$ cat src/sv/i2cm_pkg.sv
// shared types and constants for the i2c register access master
`timescale 1ns / 1ps
`default_nettype none
package i2cm_pkg;

  // command codes carried in the opcode field
  localparam logic [1:0] CMD_NONE  = 2'd0;
  localparam logic [1:0] CMD_PROBE = 2'd1;
  localparam logic [1:0] CMD_WRITE = 2'd2;
  localparam logic [1:0] CMD_READ  = 2'd3;

  typedef struct packed {
    logic [1:0] opcode;
    logic [6:0] dev_address;
    logic [7:0] reg_index;
    logic [7:0] write_value;
    logic       sda_in;
  } tick_in_t;

  typedef struct packed {
    logic       scl_level;
    logic       sda_pull_low;
    logic       busy_res;
    logic       done_res;
    logic       success;
    logic [7:0] read_data;
  } tick_out_t;

endpackage : i2cm_pkg
`default_nettype wire

$ cat src/sv/i2cm_core.sv
// bus sequencer: advances the i2c transaction state by one tick per word
`timescale 1ns / 1ps
`default_nettype none
module i2cm_core (
  input  wire logic                  clk,
  input  wire logic                  rst,
  input  wire logic                  step,
  input  wire i2cm_pkg::tick_in_t    tick_in,
  input  wire logic [15:0]           half_period_ticks,
  output i2cm_pkg::tick_out_t        tick_out
);
  import i2cm_pkg::*;

  typedef enum logic [4:0] {
    PH_IDLE   = 5'd0,
    PH_ST_A   = 5'd1,
    PH_ST_B   = 5'd2,
    PH_ST_C   = 5'd3,
    PH_WB_SET = 5'd4,
    PH_WB_HI  = 5'd5,
    PH_WB_LO  = 5'd6,
    PH_WA_SET = 5'd7,
    PH_WA_HI  = 5'd8,
    PH_WA_LO  = 5'd9,
    PH_RB_HI  = 5'd10,
    PH_RB_LO  = 5'd11,
    PH_RN_SET = 5'd12,
    PH_RN_HI  = 5'd13,
    PH_RN_LO  = 5'd14,
    PH_SP_A   = 5'd15,
    PH_SP_B   = 5'd16,
    PH_SP_C   = 5'd17
  } phase_t;

  phase_t      phase, phase_next;
  logic [15:0] tick_count, tick_count_next;
  logic [3:0]  bit_count, bit_count_next;
  logic [7:0]  shift_byte, shift_byte_next;
  logic [1:0]  byte_index, byte_index_next;
  logic [1:0]  saved_command, saved_command_next;
  logic [6:0]  saved_address, saved_address_next;
  logic [7:0]  saved_register, saved_register_next;
  logic [7:0]  saved_value, saved_value_next;
  logic        ack_ok, ack_ok_next;
  logic [7:0]  read_byte, read_byte_next;

  logic [15:0] limit;
  logic [3:0]  bit_inc;
  logic        seg_end;
  logic        scl_now;
  logic        sda_now;
  logic        busy_now;
  logic        done_now;

  assign limit   = (half_period_ticks == 16'd0) ? 16'd1 : half_period_ticks;
  // bit counting phases never coincide with a command tick, so the stored count is current
  assign bit_inc = bit_count + 4'd1;

  always_comb begin
    phase_next          = phase;
    tick_count_next     = tick_count;
    bit_count_next      = bit_count;
    shift_byte_next     = shift_byte;
    byte_index_next     = byte_index;
    saved_command_next  = saved_command;
    saved_address_next  = saved_address;
    saved_register_next = saved_register;
    saved_value_next    = saved_value;
    ack_ok_next         = ack_ok;
    read_byte_next      = read_byte;
    scl_now             = 1'b1;
    sda_now             = 1'b0;
    busy_now            = 1'b0;
    done_now            = 1'b0;
    seg_end             = 1'b0;

    // a command is latched only on an idle tick, and that tick starts the bus
    if (phase == PH_IDLE && tick_in.opcode != CMD_NONE) begin
      saved_command_next  = tick_in.opcode;
      saved_address_next  = tick_in.dev_address;
      saved_register_next = tick_in.reg_index;
      saved_value_next    = tick_in.write_value;
      ack_ok_next         = 1'b1;
      byte_index_next     = 2'd0;
      bit_count_next      = 4'd0;
      tick_count_next     = 16'd0;
      phase_next          = PH_ST_A;
    end

    if (phase_next != PH_IDLE) begin
      unique case (phase_next)
        PH_ST_A:   begin scl_now = 1'b1; sda_now = 1'b0; end
        PH_ST_B:   begin scl_now = 1'b1; sda_now = 1'b1; end
        PH_ST_C:   begin scl_now = 1'b0; sda_now = 1'b1; end
        PH_WB_SET: begin scl_now = 1'b0; sda_now = ~shift_byte_next[7]; end
        PH_WB_HI:  begin scl_now = 1'b1; sda_now = ~shift_byte_next[7]; end
        PH_WB_LO:  begin scl_now = 1'b0; sda_now = ~shift_byte_next[7]; end
        PH_WA_HI,
        PH_RB_HI,
        PH_RN_HI,
        PH_SP_C:   begin scl_now = 1'b1; sda_now = 1'b0; end
        PH_SP_A:   begin scl_now = 1'b0; sda_now = 1'b1; end
        PH_SP_B:   begin scl_now = 1'b1; sda_now = 1'b1; end
        default:   begin scl_now = 1'b0; sda_now = 1'b0; end
      endcase

      seg_end = ({1'b0, tick_count_next} + 17'd1) >= {1'b0, limit};
      if (seg_end) begin
        tick_count_next = 16'd0;
        unique case (phase_next)
          PH_ST_A: phase_next = PH_ST_B;
          PH_ST_B: phase_next = PH_ST_C;
          PH_ST_C: begin
            // second start of a read sends the address with the read bit
            shift_byte_next = {saved_address_next, (byte_index_next != 2'd0)};
            bit_count_next  = 4'd0;
            phase_next      = PH_WB_SET;
          end
          PH_WB_SET: phase_next = PH_WB_HI;
          PH_WB_HI:  phase_next = PH_WB_LO;
          PH_WB_LO: begin
            shift_byte_next = {shift_byte_next[6:0], 1'b0};
            bit_count_next  = bit_inc;
            phase_next      = (bit_inc >= 4'd8) ? PH_WA_SET : PH_WB_SET;
          end
          PH_WA_SET: phase_next = PH_WA_HI;
          PH_WA_HI: begin
            if (tick_in.sda_in) begin
              ack_ok_next = 1'b0;
            end
            phase_next = PH_WA_LO;
          end
          PH_WA_LO: begin
            priority if (!ack_ok_next || saved_command_next == CMD_PROBE) begin
              phase_next = PH_SP_A;
            end else if (byte_index_next == 2'd0) begin
              byte_index_next = 2'd1;
              shift_byte_next = saved_register_next;
              bit_count_next  = 4'd0;
              phase_next      = PH_WB_SET;
            end else if (saved_command_next == CMD_WRITE) begin
              if (byte_index_next == 2'd1) begin
                byte_index_next = 2'd2;
                shift_byte_next = saved_value_next;
                bit_count_next  = 4'd0;
                phase_next      = PH_WB_SET;
              end else begin
                phase_next = PH_SP_A;
              end
            end else if (byte_index_next == 2'd1) begin
              byte_index_next = 2'd2;
              phase_next      = PH_ST_A;
            end else begin
              shift_byte_next = 8'd0;
              bit_count_next  = 4'd0;
              phase_next      = PH_RB_HI;
            end
          end
          PH_RB_HI: begin
            shift_byte_next = {shift_byte_next[6:0], tick_in.sda_in};
            phase_next      = PH_RB_LO;
          end
          PH_RB_LO: begin
            bit_count_next = bit_inc;
            phase_next     = (bit_inc >= 4'd8) ? PH_RN_SET : PH_RB_HI;
          end
          PH_RN_SET: phase_next = PH_RN_HI;
          PH_RN_HI:  phase_next = PH_RN_LO;
          PH_RN_LO:  phase_next = PH_SP_A;
          PH_SP_A:   phase_next = PH_SP_B;
          PH_SP_B:   phase_next = PH_SP_C;
          default: begin
            if (ack_ok_next && saved_command_next == CMD_READ) begin
              read_byte_next = shift_byte_next;
            end
            phase_next = PH_IDLE;
            done_now   = 1'b1;
          end
        endcase
      end else begin
        tick_count_next = tick_count_next + 16'd1;
      end
      busy_now = ~done_now;
    end
  end

  always_ff @(posedge clk) begin
    if (rst) begin
      phase          <= PH_IDLE;
      tick_count     <= '0;
      bit_count      <= '0;
      shift_byte     <= '0;
      byte_index     <= '0;
      saved_command  <= CMD_NONE;
      saved_address  <= '0;
      saved_register <= '0;
      saved_value    <= '0;
      ack_ok         <= 1'b1;
      read_byte      <= '0;
    end else if (step) begin
      phase          <= phase_next;
      tick_count     <= tick_count_next;
      bit_count      <= bit_count_next;
      shift_byte     <= shift_byte_next;
      byte_index     <= byte_index_next;
      saved_command  <= saved_command_next;
      saved_address  <= saved_address_next;
      saved_register <= saved_register_next;
      saved_value    <= saved_value_next;
      ack_ok         <= ack_ok_next;
      read_byte      <= read_byte_next;
    end
  end

  assign tick_out.scl_level    = scl_now;
  assign tick_out.sda_pull_low = sda_now;
  assign tick_out.busy_res     = busy_now;
  assign tick_out.done_res     = done_now;
  assign tick_out.success      = done_now & ack_ok_next;
  assign tick_out.read_data    = read_byte_next;

endmodule : i2cm_core
`default_nettype wire

$ cat src/sv/i2c_master_register_access.sv
// i2c master for single register probe, write and read, one bus tick per word
//
// the input stream carries one word per bus tick: the sampled sda level and
// an optional command (probe, register write, register read) that is taken
// only while the bus is idle. every input word yields exactly one output
// word with the scl and sda drive levels, busy, done, success and the last
// byte read. each bus phase is half_period_ticks words (0 counts as 1, reset
// value 5), set via cfg_wr_en / cfg_wr_data; the user must write it only while
// idle, not enforced by the block. each word goes through the sequencer into
// an output register: the result appears in the cycle after acceptance, and a
// new word can be taken every cycle, also in the cycle the held result is
// taken. when the output side stalls, the output register holds its word and
// s_tready drops until it is taken, so the bus state advances only on accepted
// words. synchronous reset returns the sequencer to idle (scl high, sda
// released), empties the output register and sets the half period back to 5.
`timescale 1ns / 1ps
`default_nettype none
module i2c_master_register_access (
  input  wire logic        clk,
  input  wire logic        rst,
  input  wire logic        cfg_wr_en,
  input  wire logic [15:0] cfg_wr_data,
  input  wire logic        s_tvalid,
  output logic             s_tready,
  // opcode[1:0], dev_address[8:2], reg_index[16:9], write_value[24:17],
  // sda_in[25], zero fill[31:26]
  input  wire logic [31:0] s_tdata,
  output logic             m_tvalid,
  input  wire logic        m_tready,
  // scl_level[0], sda_pull_low[1], busy_res[2], done_res[3], success[4],
  // read_data[12:5], zero fill[15:13]
  output logic [15:0]      m_tdata
);
  import i2cm_pkg::*;

  logic [15:0] half_period_ticks;
  tick_in_t    tick_in;
  tick_out_t   tick_out;
  logic        step;
  logic [15:0] out_word;

  always_ff @(posedge clk) begin
    if (rst) begin
      half_period_ticks <= 16'd5;
    end else if (cfg_wr_en) begin
      half_period_ticks <= cfg_wr_data;
    end
  end

  assign tick_in.opcode      = s_tdata[1:0];
  assign tick_in.dev_address = s_tdata[8:2];
  assign tick_in.reg_index   = s_tdata[16:9];
  assign tick_in.write_value = s_tdata[24:17];
  assign tick_in.sda_in      = s_tdata[25];

  assign s_tready = ~m_tvalid | m_tready;
  assign step     = s_tvalid & s_tready;

  i2cm_core u_core (
    .clk               (clk),
    .rst               (rst),
    .step              (step),
    .tick_in           (tick_in),
    .half_period_ticks (half_period_ticks),
    .tick_out          (tick_out)
  );

  assign out_word = {3'b000, tick_out.read_data, tick_out.success, tick_out.done_res,
                     tick_out.busy_res, tick_out.sda_pull_low, tick_out.scl_level};

  always_ff @(posedge clk) begin
    if (rst) begin
      m_tvalid <= 1'b0;
    end else if (s_tready) begin
      m_tvalid <= s_tvalid;
    end
  end

  always_ff @(posedge clk) begin
    if (step) begin
      m_tdata <= out_word;
    end
  end

endmodule : i2c_master_register_access
`default_nettype wire

$ cat config.mk
export PLATFORM = sky130hd
export DESIGN_NAME = i2c_master_register_access
export DESIGN_NICKNAME = d
export VERILOG_FILES = /design/src/sv/i2cm_pkg.sv /design/src/sv/i2cm_core.sv /design/src/sv/i2c_master_register_access.sv
export SDC_FILE = /design/constraint.sdc
export NUM_CORES = 1
export LEC_CHECK = 0
export ABC_AREA = 1
export BUFFER_PORTS_ARGS = -buffer_cell sky130_fd_sc_hd__buf_2
export CAP_MARGIN = 10
export CORE_ASPECT_RATIO = 1.2
export CORE_MARGIN = 4
export CORE_UTILIZATION = 30
export CTS_BUF_LIST = sky130_fd_sc_hd__clkbuf_4
export CTS_CLUSTER_SIZE = 16
export DETAILED_ROUTE_END_ITERATION = 10
export GPL_ROUTABILITY_DRIVEN = 0
export GPL_TIMING_DRIVEN = 1
export PLACE_DENSITY_LB_ADDON = 0.15
export SLEW_MARGIN = 40
export SYNTH_ARGS = -nofsm -noshare
export SYNTH_HDL_FRONTEND = slang
export SYNTH_SLANG_ARGS = --single-unit
$ cat constraint.sdc
create_clock -name clk -period 6.3 [get_ports clk]
set_clock_uncertainty 0.1 [all_clocks]
set_input_delay 0 -clock clk [delete_from_list [all_inputs] [get_ports clk]]
set_output_delay 0 -clock clk [all_outputs]
set_load 0.03 [all_outputs]
# Word-level counts from Yosys, hierarchy flattened

Cells that the tools add are included.

Add/subtract/negate cells: 3
$lt $le $gt $ge: 2
Eq/ne operators: 24
Mux-type cells: 56
Bitwise operators: 6
Reduce and logical (&&, ||, !) cells: 17

Operators with widths:

| cell                    | count |
|---|---|
| $mux W8                 | 11 |
| $pmux W5 S16            | 1 |
| $mux W16                | 4 |
| $eq A5 B4 Y1 const B    | 8 |
| $mux W4                 | 10 |
| $pmux W8 S4             | 1 |
| $mux W5                 | 6 |
| $eq A5 B3 Y1 const B    | 4 |
| $mux W2                 | 9 |
| $add A16 B1 Y17 const B | 1 |
| $ge A17 B16 Y1          | 1 |
| $add A16 B1 Y16 const B | 1 |
| $logic_not A16 Y1       | 1 |
| $reduce_or A16 Y1       | 1 |
| $pmux W4 S3             | 1 |
| $eq A5 B2 Y1 const B    | 2 |
| $eq A5 B5 Y1 const B    | 2 |
| $mux W1                 | 10 |
| $reduce_or A8 Y1        | 1 |
| $mux W7                 | 1 |
| $reduce_and A7 Y1       | 1 |
| $eq A5 B1 Y1 const B    | 1 |
| $logic_not A5 Y1        | 1 |
| $reduce_bool A5 Y1      | 1 |
| other kinds (21)        | 28 |

Bits in registers: 99
Input port bits: 53
Output and inout bits: 18
Word-level logic and storage cells: 123

# Depth between registers and ports, before layout

Gate-level depths: netlist (run 1).

Word-level depth: 11
Mapped depth: 32
Mapped depth without buffers: 29

# By module

A second synthesis (run 1) with hierarchy kept.

Cells, all modules: 971
Area total of the unflattened synthesis: 6309.8 um2

Modules (own cells, without submodules):

| module                     | times used | cells an instance | area an instance (um2) | sequential area each (um2) |
|---|---|---|---|---|
| i2cm_core                  | 1          | 879               | 5293.8                 | 1381.3 |
| i2c_master_register_access | 1          | 92                | 1016.0                 | 730.7 |

# Least setup slack after synthesis (run 1)

Ideal clock, no wire load.

Path type: reg2reg
From: reg u_core.phase[3]
To: reg m_tdata[4] (data pin)
Arrival: 3.462 ns
Setup slack: 2.484 ns
Stages on the path, launching flop included: 27
Buffers on the path: 3
Period minus slack after synthesis: 3.816 ns
Cell sequence: dfxtp_1 buf_6 nor2_4 nand2_2 inv_2 nand2_4 inv_1 clkbuf_1 nor2_1 ha_1 nand2_1 nor3_1 xor2_1 ha_1 nand2_1 nor2_1 nand3b_1 nand3_1 nand2_1 nand2_1 nand2_1 nand2_1 nand2_1 nand2_8 buf_4 a31oi_1 and2_1

RTL lines:

| item                     | line                             | source |
|---|---|---|
| start: declaration       | i2cm_core.sv:35                  | `phase_t phase, phase_next;` |
| start signal: assignment | i2cm_core.sv:201                 | `phase <= phase_next;` |
| end signal: assignment   | i2c_master_register_access.sv:81 | `m_tdata <= out_word;` |
| end: declaration         | i2c_master_register_access.sv:32 | `output logic [15:0] m_tdata` |

# Final worst setup path (run 1)

From: reg u_core.phase[4]
To: reg u_core.tick_count[0]

Cells in the longest elaborated chain, start to end: 7

Ends and longest elaborated chain:

| item                   | line             | source |
|---|---|---|
| $logic_not A5 Y1       | i2cm_core.sv:78  | `if (phase == PH_IDLE && tick_in.opcode != CMD_NONE) begin` |
| $logic_and A1 B1 Y1    | i2cm_core.sv:78  |  |
| $mux W16               | i2cm_core.sv:78  |  |
| $add A16 B1 Y17        | i2cm_core.sv:107 | `seg_end = ({1'b0, tick_count_next} + 17'd1) >= {1'b0, limit};` |
| $ge A17 B16 Y1         | i2cm_core.sv:107 |  |
| $mux W16               | i2cm_core.sv:108 | `if (seg_end) begin` |
| $mux W16 *             | i2cm_core.sv:90  | `if (phase_next != PH_IDLE) begin` |
| end signal: assignment | i2cm_core.sv:202 | `tick_count <= tick_count_next;` |
| end: declaration       | i2cm_core.sv:36  | `logic [15:0] tick_count, tick_count_next;` |

Every way passes the cells marked *; elsewhere a longest branch is shown, timed or not.
A chain may end at the register's enable or synchronous reset.

==> results.json, run 1 <==
{
  "timing.reg2reg.setup_slack_ns": 1.46,
  "synth-seq-area-share_pct": 33.6,
  "first_global_vias": 5803,
  "num-nets-final": 1091,
  "cts.sink_count": 99,
  "hold_path_class": "input pin to flip-flop",
  "mapped_area_um2": 6290,
  "cp.required_ns": 6.61,
  "yosys_register_bits": 99,
  "leakagePower_uw": 0.00333,
  "floorplan.initialDensity_pct": 30.8,
  "r2r_cells": 24,
  "clock_tree.buffer_depth": 2,
  "hold_depth": 4,
  "gr-total-overflow": 0,
  "cts-hold-fix-buffers": 49,
  "detailedRoute.firstIterationViolations": 350,
  "period_utilization_pct": 76.8,
  "clockRootBuffer": "clkbuf_4",
  "cts_inserted_buffers": 9,
  "maximum_number_of_pins_on_one_net_before_global_route_repair": 54,
  "power_per_cell_area_nw_per_um2": 261,
  "timing.rr.start": "u_core.phase[4]",
  "ys_types": 47,
  "core.rowCount": 57,
  "n_fill_cell": 2247,
  "drv.max_cap_violation_count": 0,
  "hold_end": "half_period_ticks[0]",
  "ff_latch_area_um2": 2110,
  "cts_max_level": 3,
  "coreArea_um2": 20500,
  "synthDominantAreaCellType": "dfxtp_1",
  "area_of_the_multi_input_gates_um2": 3570,
  "post_route_wl_um": 17400,
  "area.growth.synth_to_final_pct": 17.8,
  "ctsResizeCount": 0,
  "async_flop_share_pct": 0,
  "fin_crit_ns": 4.84,
  "finalMaxSlewViolations": 0,
  "die_h_um": 167,
  "setup-violations-final": 0,
  "holdWs_ns": 0.0553,
  "floorplan.die_area_um2": 23400,
  "start_kind": "flip-flop",
  "crit_arrival_ns": 5.15,
  "tritoncts_clock_tree": "built",
  "drt_drc_violations_left": 0,
  "clk_pin_slew_ns": 0.17,
  "die_width_um": 140,
  "setup_repair_after_global_routing_missed_its_margin": "no",
  "report.final.hold_viol_count": 0,
  "antenna_violating_nets_post_route": 0,
  "ys_warn_count": 0,
  "worst_setup_path_end_kind": "flip-flop",
  "postSynth.topFlopCell": "dfxtp_1",
  "critPathKind": "flip-flop to flip-flop",
  "grt_first_pass_wirelength_um": 29000,
  "routed-via-count": 6074,
  "route.detailed.vias_per_inst": 4.71,
  "floorplan.io_pins": 71,
  "antenna_found_initial": 1,
  "post_cts_buffers": 0,
  "grt.total_usage_pct": 15.1,
  "status": "finished, final reports clean",
  "synth_top_cells_by_count": "nand2_1 (238), inv_1 (93), nor2_1 (88)",
  "r2r_end": "u_core.tick_count[0]",
  "maxClockFrequency_mhz": 207,
  "synth_largest_type_area_fraction_pct": 27.4,
  "ir_drop_v": 0.000112,
  "detailedRoute.firstPassIterationCount": 5,
  "post_route_cells_drive_above_1_share_pct": 12.2,
  "hold_start": "cfg_wr_en",
  "path_max_fanout": 25,
  "final_cell_area_um2": 7410,
  "wl_per_cell_um": 13.5,
  "clkLatencyLatePin_ns": 0.48,
  "synth_edf_count": 13,
  "dp_hpwl_um": 12300,
  "max-slew-margin-rel_pct": 53.2,
  "netlist_top_cells_area": "dfxtp_1 (27%), nand2_1 (14%), a21oi_1 (6.8%)",
  "worst_slew_pin_slew_ns": 0.701,
  "synthesis.area_per_instance_um2": 6.75,
  "place_area_um2": 6760,
  "finalSetupTns_ns": 0,
  "yosys.cell_count.top_type": "nand2_1",
  "synth_cells": 932,
  "portBuffers": 61
}
==> critical path: stages, from the launching register on <==
cell	delay, ns
dfxtp_1	0.62
inv_4	0.09
nand2_2	0.09
nor2_4	0.05
nand2_4	0.19
inv_1	0.08
nor2_1	0.31
ha_1	0.26
nand2_1	0.12
nor3_1	0.45
xor2_1	0.26
ha_1	0.28
nand2_1	0.06
a21oi_1	0.05
nor2_1	0.09
nand3_1	0.09
nand2_1	0.06
nand2_1	0.04
nand2_1	0.06
nand2_1	0.04
nand2_1	0.31
nand2_8	0.22
nor2_2	0.51
o21ai_0	0.15
a21oi_1	0.14
==> final cells by class <==
type                    count  share of cell area, %
clock buffers              10                   1.01
flip-flops and latches     99                   28.5
repair buffers            117                   11.4
diodes                      2                 0.0675
clock inverters             6                   1.20
multi-input cells         689                   48.2
well taps                 265                   4.47
inverters                 101                   5.15
==> logic make-up after synthesis <==
| group | after synthesis | share of synthesized area (%) |
|---|---|---|
| and+or+nand+nor | 450 | 32.3 |
| AOI/OAI and AO/OA | 187 | 15.9 |
| buffers and inverters | 146 | 9.82 |
| DFF | 99 | 33.6 |
| adders and majority gates | 21 | 4.17 |
| muxes | 16 | 2.54 |
| xor gates and xnor gates | 12 | 1.67 |
| other | 1 | 0.0596 |
==> report_power, final <==
group	leakage (µW)	switching, µW	internal [µW]
Sequential	0.000835	38.3	712
Combinational	0.00241	533	251
Clock	0.0000830	233	166
Total	0.00333	804	1130
==> per-stage QoR <==
step	worst slack (ns)	power, µW	instances	util [%]
after floorplan	2.48	1360	934	-
after global placement	1.46	1540	1222	33.0
after detailed placement	1.46	1540	1222	33.0
after CTS	1.40	1970	1287	36.2
after global routing	0.942	2080	1289	36.2
final	1.46	1930	1289	36.2
==> placed cells by master, fill, tap and decap left out, types with 4 or more instances in the layout <==
master and instances:
buf_2 61, a21oi_1 85, nand2_2 8, nand2_1 238, edfxtp_1 13, dlygate4sd3_1 49
o22ai_1 8, xor2_1 9, o21ai_0 64, inv_2 8, nor2_2 4, o21ai_1 10
dfxtp_1 86, nor2_1 88, clkbuf_4 10, ha_1 21, nor3_1 11, nor2_4 7
buf_4 7, inv_1 92, mux2i_1 16, o211ai_1 10, nand3_1 60, nand4_1 15
==> flip-flops by register name (all words and copies together), names as in the netlist, 7 cells and up <==
signal                 cells
half_period_ticks         16
m_tdata                   13
u_core.read_byte           8
u_core.saved_address       7
u_core.saved_register      8
u_core.saved_value         8
u_core.shift_byte          8
u_core.tick_count         16
==> routing by layer <==
metal	GRT usage, %	vias up	wire length [µm]
li1	-	3232	-
met1	19.1	2716	8080
met2	25.7	103	8370
met3	2.49	23	531
met4	5.39	0	432
met5	0	-	0
==> how the worst max path moves through the flow <==
stage          cells past startpoint             from                   end  slack (ns)
6_report                          24  u_core.phase[4]  u_core.tick_count[0]        1.46
5_1_grt                           25  u_core.phase[4]  u_core.tick_count[0]        0.94
4_1_cts                           24  u_core.phase[4]  u_core.tick_count[0]        1.40
3_5_place_dp                      24  u_core.phase[4]  u_core.tick_count[0]        1.46
3_3_place_gp                      24  u_core.phase[4]  u_core.tick_count[0]        1.46
2_1_floorplan                     26  u_core.phase[3]            m_tdata[4]        2.48
(Power assumes the default switching activity.)
==> run 2, diff against run 1 <==
==> constraint.sdc (replaced) <==
create_clock -name clk -period 4.3 [get_ports clk]
set_clock_uncertainty 0.1 [all_clocks]
set_input_delay 0 -clock clk [delete_from_list [all_inputs] [get_ports clk]]
set_output_delay 0 -clock clk [all_outputs]
set_load 0.03 [all_outputs]
==> results.json, run 2 (synthesized netlist as in run 1, its figures left out) <==
{
  "status": "finished, final reports clean",
  "ir_drop_v": 0.000137,
  "finalSetupTns_ns": 0,
  "floorplan.io_pins": 71,
  "portBuffers": 61,
  "drt_drc_violations_left": 0,
  "start_kind": "flip-flop",
  "hold_depth": 4,
  "wl_per_cell_um": 13.6,
  "area.growth.synth_to_final_pct": 19.3,
  "cts_inserted_buffers": 9,
  "tritoncts_clock_tree": "built",
  "detailedRoute.firstPassIterationCount": 5,
  "antenna_violating_nets_post_route": 0,
  "coreArea_um2": 20500,
  "num-nets-final": 1103,
  "route.detailed.vias_per_inst": 4.70,
  "max-slew-margin-rel_pct": 47.4,
  "critical_path.top_delay_family": "simple AND/OR/NAND/NOR gates",
  "cp.required_ns": 4.54,
  "critical_path_cell_count": 22,
  "path_max_fanout": 26,
  "clockRootBuffer": "clkbuf_4",
  "routed-via-count": 6112,
  "holdWs_ns": 0.0848,
  "grt_first_pass_wirelength_um": 29500,
  "critPathKind": "flip-flop to flip-flop",
  "worst_slew_pin_slew_ns": 0.789,
  "worst_setup_path_end_kind": "flip-flop",
  "clk_pin_slew_ns": 0.16,
  "setup_repair_after_global_routing_missed_its_margin": "no",
  "crit_arrival_ns": 4.14,
  "critical_path.slowest_cell": "dfxtp_1",
  "post_route_wl_um": 17700,
  "antenna_found_initial": 1,
  "reg.largest.list": "half_period_ticks: 16 flops, u_core.tick_count: 16 flops, m_tdata: 13 flops",
  "final_total_power_uw": 2880,
  "leakagePower_uw": 0.00339,
  "place_area_um2": 6840,
  "crit_path_max_incr_delay_ns": 0.44,
  "clock_tree.buffer_depth": 2,
  "floorplan.die_area_um2": 23400,
  "drv.max_cap_violation_count": 0,
  "post_cts_buffers": 0,
  "first_global_vias": 5911,
  "report.final.hold_viol_count": 0,
  "fin_crit_ns": 3.90,
  "post_route_cells_drive_above_1_share_pct": 13.2,
  "grt.total_usage_pct": 15.3,
  "period_utilization_pct": 90.7,
  "core.rowCount": 57,
  "setup-violations-final": 0,
  "final_cell_mix": "nand2_1 (238), inv_1 (92), nor2_1 (88), a21oi_1 (85), dfxtp_1 (84)",
  "final_cell_area_um2": 7510,
  "power_per_cell_area_nw_per_um2": 383,
  "worst_path_bufs_invs": 2,
  "finalMaxSlewViolations": 0,
  "dp_hpwl_um": 12500,
  "crit_chain": "nor2_4 -> nand2_2 -> inv_2 -> nand2_4 -> nand2_2 -> nor3_1 -> nand2_1 -> nor3_2 -> nand3_1 -> xnor2_1 -> ha_1 -> inv_1 -> nor3_1 -> nand4_1 -> o21bai_1 -> nor2_4 -> nand2_8 -> nand2_4 -> nor2_2 -> nand3_1 -> o21ai_0 -> nor2_1",
  "die_width_um": 140,
  "maxClockFrequency_mhz": 256,
  "detailedRoute.firstIterationViolations": 380,
  "die_h_um": 167,
  "cts.sink_count": 99,
  "floorplan.initialDensity_pct": 30.8,
  "maximum_number_of_pins_on_one_net_before_global_route_repair": 51,
  "clkLatencyLatePin_ns": 0.47,
  "gr-total-overflow": 0,
  "r2r_cells": 22,
  "hold_path_class": "input pin to flip-flop",
  "layout_commonest_cell": "nand2_1",
  "cts_max_level": 3
}
==> run 2: cell types whose count changed in the layout (fill, tap and decap cells not counted), sizes merged <==
cell	delta
clkinv	+1
clkinvlp	-2
nand4	+1
clkbuf	+1
buf	+11
==> run 2: per-layer routing <==
| metal | vias to the layer above | GRT usage, % | part of all wire (%) |
|---|---|---|---|
| met1 | 2735 | 19.6 | 47 |
| met5 | - | 0 | 0 |
| li1 | 3264 | - | - |
| met3 | 15 | 2.35 | 3.3 |
| met2 | 98 | 26.3 | 48 |
| met4 | 0 | 5.01 | 1.8 |
==> run 2: worst paths after layout <==
kind                           start                      end  slack (ns)
max                  u_core.phase[2]          u_core.phase[3]        0.40
min                        cfg_wr_en     half_period_ticks[0]        0.08
max reg2reg          u_core.phase[2]          u_core.phase[3]        0.40
min reg2reg  u_core.saved_address[6]  u_core.saved_address[6]        0.36
==> run 2: layout make-up <==
type	instances	area, µm²
flip-flops and latches	99	2110
diodes	2	5.00
multi-input cells	690	3590
repair buffers	128	931
fillers	2202	13000
clock buffers	11	82.6
inverters	101	382
clock inverters	5	76.3
well taps	265	332
==> run 2: stage by stage <==
stage	util [%]	setup WS [ns]	instances
after floorplan	-	0.484	934
after global placement	33.4	0.265	1233
after detailed placement	33.4	0.286	1233
after CTS	36.6	0.258	1298
after global routing	36.7	0.0118	1301
final	36.7	0.399	1301
==> run 2: what timing repair did <==
action                                  CTS  global route
resized for setup                         0             3
hold endpoints to repair                 67             0
hold buffers                             49             0
endpoints found under the setup margin    0            45
==> run 2: worst reg2reg max path: cells and delay by family, from the launching register on <==
family	cells	cell delay, ns
AO/OA/AOI/OAI	2	0.32
AND/OR/NAND/NOR	16	2.34
XOR/XNOR	1	0.17
buffers and inverters	2	0.12
adder cells (fa/ha/maj)	1	0.29
flip-flops	1	0.44
==> run 2: report_power, final <==
part / switching (µW) / internal, µW / leakage, µW
combinational: 796 / 403 / 0.00247
clock: 333 / 248 / 0.0000866
sequential: 54.6 / 1040 / 0.000836
